File: src/hdl/ssb_div.sv
// ----------------------------------------------------------------------------
// ssb_div
// Pipelined restoring divider: 19-bit dividend by 12-bit divisor, 7-bit
// quotient (quotient always < 128 because offset < size and the texture
// size fits in 7 bits). One bit per stage.
// ----------------------------------------------------------------------------
module ssb_div
(
    input  logic        clk,
    input  logic        en,
    input  logic [18:0] num,
    input  logic [11:0] den,
    output logic [6:0]  quo
);

    logic [18:0] rem_reg [0:7];
    logic [11:0] den_reg [0:7];
    logic [6:0]  q_reg   [0:7];

    // stage 0 loads, stages 1..7 each retire one quotient bit (bit 6 down to 0)
    always_ff @(posedge clk)
    begin
        if (en)
        begin
            rem_reg[0] <= num;
            den_reg[0] <= den;
            q_reg[0]   <= '0;
        end
    end

    for (genvar s = 1; s < 8; s++)
    begin : g_stage
        localparam int Sh = 7 - s;
        logic [18:0] trial;
        logic        fit;
        assign trial = 19'(den_reg[s-1]) << Sh;
        assign fit   = (rem_reg[s-1] >= trial);
        always_ff @(posedge clk)
        begin
            if (en)
            begin
                rem_reg[s] <= fit ? rem_reg[s-1] - trial : rem_reg[s-1];
                den_reg[s] <= den_reg[s-1];
                q_reg[s]   <= q_reg[s-1] | (fit ? 7'(1 << Sh) : 7'd0);
            end
        end
    end

    assign quo = q_reg[7];

endmodule

File: config.mk
export PLATFORM = sky130hd
export DESIGN_NAME = ssb_div
export DESIGN_NICKNAME = d
export VERILOG_FILES = /design/src/hdl/ssb_div.sv
export SDC_FILE = /design/constraint.sdc
export NUM_CORES = 1
export LEC_CHECK = 0
export ABC_AREA = 1
export BUFFER_PORTS_ARGS = -buffer_cell sky130_fd_sc_hd__buf_2
export CORE_MARGIN = 2
export CORE_UTILIZATION = 40
export CTS_CLUSTER_DIAMETER = 40
export DETAILED_ROUTE_END_ITERATION = 8
export SLEW_MARGIN = 10
export SYNTH_ARGS = -nofsm -noshare
export SYNTH_HDL_FRONTEND = slang
export SYNTH_SLANG_ARGS = --single-unit
File: constraint.sdc
create_clock -name clk -period 2.2 [get_ports clk]
set_input_delay 0.11 -clock clk [delete_from_list [all_inputs] [get_ports clk]]
set_output_delay 0.11 -clock clk [all_outputs]
set_load 0.02 [all_outputs]
==> out/results.ini, run 1 <==
[routing]
vias = 10600
avgRoutedWirePerCell_um = 15.1
drt_wl_total_um = 33100
drc_errors = 0
drtAntennaViolNets = 0
drt-vias-per-instance = 4.85
first_pass_iters = 5
drt_iter0_markers = 413

[worst_setup_path]
reg2regPathDepth = 13
critPathMaxFanout = 5
crit_type = reg2reg
arrival_ps = 2470
crit_path_end_kind = flop
crit_start = rem_reg[0][60]
r2r_end = rem_reg[1][3]
timing.critical_path.required_ps = 2460
endpoint = rem_reg[1][3]
rrSetupSlack_ps = -7
start_kind = flop
rr_startpoint = rem_reg[0][60]

[clocking]
cts_tree = done
numCtsBuffers = 44
clock-sinks = 245
htreeDepth = 2
clk_latency_ps = 550
cts.reportedPaths.clkPinSlew_ps = 60
cts.path.max_buffers = 3
cts_root_buf = clkbuf_16

[timing]
min_period_ps = 2210
report.final.slew_viol_count = 0
max_freq_mhz = 453
worstMarginPinSlew_ps = 450
skew_ps = 22.3
hold_violations = 0
setup_violations = 1
setup_slack_ps = -7.46
max_slew_margin = 0.697
post-route-period-util = 1.00

[floorplanning]
dieArea_um2 = 36600
die_w_um = 191
die_y_um = 191
rows = 68
start_util = 0.406
io_pins = 40
core_area_um2 = 34500

[placed_design]
hpwl_um = 25000
gp_congestion = 0.936
portBuffers = 39

[power_and_ir_drop]
power_leakage_uw = 0.00786
irDropWorstVdd_mv = 0.811
switchingPower_uw = 6760
p_int_uw = 13200
switching_share = 0.339
seqPwrFrac = 0.340
totalPowerFinal_uw = 19900
p_clk_frac = 0.336
combPwrFrac = 0.324
power.density_nw_per_um2 = 1140

[status]
status = finished with violations
violations = setup timing

[layout]
fin_util = 0.504
syn2layout_area_growth_pct = 24.1
n_fill_cell = 3197
multi_input_area_um2 = 5860
final-seq-area_um2 = 7360
n_antenna_cell = 0
nets = 1820
final_layout_size_suffix_gt1_frac = 0.176
largest_reg_flops = 133

[global_route]
met3_usage = 0.0307
grt_pass1_wl_um = 52700
grt_overflow = 0
grt_max_degree = 52
gr-usage-all-layers = 0.183
antenna_found_initial = 0
grt.busiest_layer = met2
gr-usage-met1 = 0.171
grt.met2_usage = 0.380
grt_pass1_vias = 11100

[yosys]
syn_area_per_cell_um2 = 9.25
yosysMostFrequentCell = nand2_1
synthCells = 1517
synth_cell_types = 38
synthFlopType = edfxtp_1
syn_area_um2 = 14000
ys_seq_elements = 245
yosysWarnings = 0
synth_top_cell_area_share = 0.524
synth_top_cell_by_area = edfxtp_1
async_flop_share = 0
synth_seq_area_share = 0.524
syn_nets = 1640
ys_top_cells_by_area = edfxtp_1 (52%), nand2_1 (12%), ha_1 (7.5%)
synthTopCellsByCount = nand2_1 (434), edfxtp_1 (245), inv_1 (231), nor2_1 (118), ha_1 (84)
synth_edf_count = 245

[job]
cap_violations = 0

[worst_hold_path]
min_path_type = in2reg

-- timing repair --
item | CTS | global route
endpoints found under the setup margin | 34 | 65
pin swaps | 0 | 7
buffers inserted | 4 | 8
endpoints found under the hold margin | 59 | 0
cloned | 1 | 0
resized for setup | 7 | 59
hold buffers | 32 | 0
-- power groups by stage --
stage               clock network [uW]  registers, uW  logic [uW]
finish                            6690           6780        6450
global route                      7050           6860        7260
CTS                               6840           6740        6190
detailed placement                   0           6830        6080
global placement                     0           6820        6000
floorplan                            0           6630        4320
-- layout by cell type, fill, tap and decap left out, types with 32 or more instances in the layout --
| cell type | count |
|---|---|
| a21oi_1 | 53 |
| edfxtp_1 | 245 |
| clkbuf_16 | 45 |
| inv_1 | 227 |
| buf_4 | 70 |
| dlygate4sd3_1 | 32 |
| buf_2 | 38 |
| nand3_1 | 80 |
| ha_1 | 68 |
| nand2_1 | 426 |
| nor2_1 | 116 |
| o21ai_0 | 36 |
-- per-layer routing --
| layer | vias to the layer above | routed length (um) |
|---|---|---|
| met1 | 4907 | 11900 |
| met3 | 98 | 1060 |
| met4 | 0 | 1270 |
| li1 | 5403 | - |
| met5 | - | 0 |
| met2 | 198 | 18900 |
-- metrics by stage --
stage	TNS (ps)	hold WS [ps]	instances	area, um^2	worst slack [ps]
detailed placement	-548	288	2061	15200	-57.6
floorplan	0	209	1517	14000	86.4
CTS	0	244	2179	17100	8.12
global route	-437	255	2187	17400	-98.5
global placement	-46.2	287	2061	15200	-26.6
finish	-7.46	269	2187	17400	-7.46
-- area by class of cell --
class | instances | area share
multi-input cells | 1015 | 0.336
clock buffers | 48 | 0.0653
well taps | 455 | 0.0327
flip-flops and latches | 245 | 0.422
clock inverters | 33 | 0.0194
repair buffers | 152 | 0.0717
repair inverters | 1 | 0.000503
inverters | 238 | 0.0523
-- worst max-delay path: stages (launching register included) --
cell and delay, ps:
edfxtp_1 370, inv_2 70, ha_1 160, inv_2 60
fa_2 400, inv_2 90, o21ai_4 70, nand2_2 70
nand2_2 70, nand2_4 90, nand3_4 110, buf_12 180
nand2_1 70, o21ai_0 110
-- worst min path at each step --
stage | from | to | cells after the start
2_1_floorplan | den[0] | den_reg[0][0] | 0
3_3_place_gp | num[0] | rem_reg[0][0] | 1
3_5_place_dp | num[16] | rem_reg[0][16] | 1
4_1_cts | num[10] | rem_reg[0][10] | 2
5_1_grt | num[11] | rem_reg[0][11] | 2
6_report | num[8] | rem_reg[0][8] | 2
-- logic make-up after synthesis --
kind of cell             count (synthesis)  share of synthesized area
AND/OR/NAND/NOR                        733                      0.227
XOR/XNOR                                43                     0.0268
adder cells (fa/ha/maj)                 90                     0.0834
buffers and inverters                  257                     0.0766
flip-flops                             245                      0.524
AO/OA/AOI/OAI                          149                     0.0616
No activity file was read; power rests on OpenSTA's default activity.
==> run 2: changes to the inputs <==
==> constraint.sdc (replaced) <==
create_clock -name clk -period 2.2 [get_ports clk]
set_input_delay 0.33 -clock clk [delete_from_list [all_inputs] [get_ports clk]]
set_output_delay 0.33 -clock clk [all_outputs]
set_load 0.02 [all_outputs]
==> out/results.ini, run 2 (same netlist as run 1, synthesis figures left out) <==
[placed_design]
portBuffers = 39
gp_congestion = 0.951
hpwl_um = 24900

[layout]
n_fill_cell = 3241
syn2layout_area_growth_pct = 23.5
largest_reg_flops = 133
nets = 1817
final_common_cell = nand2_1
n_antenna_cell = 0
final_layout_size_suffix_gt1_frac = 0.177
most-common-layout-cells = nand2_1 (425), edfxtp_1 (245), inv_1 (227)

[floorplanning]
start_util = 0.406
rows = 68
die_y_um = 191
dieArea_um2 = 36600
core_area_um2 = 34500
io_pins = 40
die_w_um = 191

[timing]
min_period_ps = 2150
hold_violations = 0
max_slew_margin = 0.707
rsz0062_at_grt = true
skew_ps = 29.2
worstMarginPinSlew_ps = 435
report.final.slew_viol_count = 0
holdWs_ps = 193
post-route-period-util = 0.976
tns_ps = 0
setup_violations = 0
max_freq_mhz = 466

[clocking]
clk_latency_ps = 540
cts_root_buf = clkbuf_16
htreeDepth = 2
numCtsBuffers = 42
cts.reportedPaths.clkPinSlew_ps = 50
cts.path.max_buffers = 3
cts_tree = done
clock-sinks = 245

[routing]
drt-vias-per-instance = 4.80
wl_met1_um = 11500
vias = 10500
drtAntennaViolNets = 0
met3_length_um = 1070
drc_errors = 0
drt_wl_total_um = 32100
top_layer = met4
drt_iter0_markers = 470
avgRoutedWirePerCell_um = 14.7
first_pass_iters = 6
wl_met2_um = 18300

[power_and_ir_drop]
totalPowerFinal_uw = 19500
irDropWorstVdd_mv = 0.702
power.density_nw_per_um2 = 1130
power_leakage_uw = 0.00778

[worst_setup_path]
crit_type = reg2reg
critPathMaxFanout = 15
start_kind = flop
crit_path_end_kind = flop
timing.critical_path.required_ps = 2460
reg2regPathDepth = 12
max_stage_delay_ps = 450
cpMaxStageDelayCell = edfxtp_1
cpMostUsedCell = nand2_1
crit_chain = ha_4, inv_2, fa_2, inv_2, o21ai_4, nand2_1, nand2_2, nand2_4, nand3_4, inv_8, nand2_1, nand2_1
arrival_ps = 2400

[worst_hold_path]
holdPathStages = 1
min_path_type = in2reg

[job]
cap_violations = 0

[global_route]
gr-usage-all-layers = 0.178
grt_pass1_vias = 10800
grt_pass1_wl_um = 51400
grt_max_degree = 50
antenna_found_initial = 0
grt_overflow = 0

[status]
status = completed

## run 2: path summary, 6_finish.rpt
check / startpoint / end / slack, ps
min: en / den_reg[0][5] / 190
max: den_reg[0][36] / rem_reg[1][11] / 50
min reg2reg: q_reg[1][10] / q_reg[1][17] / 410
max reg2reg: den_reg[0][36] / rem_reg[1][11] / 50
## run 2: power breakdown
| part | internal, uW | switching (uW) | total (uW) |
|---|---|---|---|
| clock | 4020 | 2270 | 6290 |
| combinational | 2630 | 3830 | 6460 |
| sequential | 6260 | 517 | 6780 |
## run 2: critical path: cells and delay by family, from the launching register on
family | cells | cell delay, ps
AOI/OAI and AO/OA | 1 | 160
and+or+nand+nor | 6 | 620
buffers and inverters | 3 | 210
DFF | 1 | 450
adders and majority gates | 2 | 410
## run 2: cell type report
cell class                 count  area (um^2)  area share
clock buffer                  50         1080      0.0624
clock inverter                27          292      0.0168
inverter                     238          916      0.0528
multi-input combinational   1016         5910       0.341
sequential                   245         7360       0.424
tap                          455          569      0.0328
timing repair buffer         151         1210      0.0698
## run 2: timing repair
item                       4_1_cts  5_1_grt
buffers inserted                 6        6
hold buffers                    31        0
setup endpoints to repair       30       73
pin swaps                        3       12
hold endpoints to repair        31        0
cloned                           1        0
resized for setup                8       69
## run 2: routing by layer
metal	GRT usage	vias up
li1	-	5387
met1	0.167	4815
met2	0.371	183
met3	0.0318	83
met4	0.0698	0
met5	0	-
## run 2: metrics by stage
step / instances / cell area [um^2] / util / setup slack (ps)
after floorplan: 1517 / 14000 / - / 86.4
after global placement: 2061 / 15200 / 0.440 / -108
after detailed placement: 2061 / 15200 / 0.440 / -93.3
after CTS: 2176 / 17000 / 0.492 / 1.08
after global routing: 2182 / 17300 / 0.502 / -50.3
final: 2182 / 17300 / 0.502 / 53.1
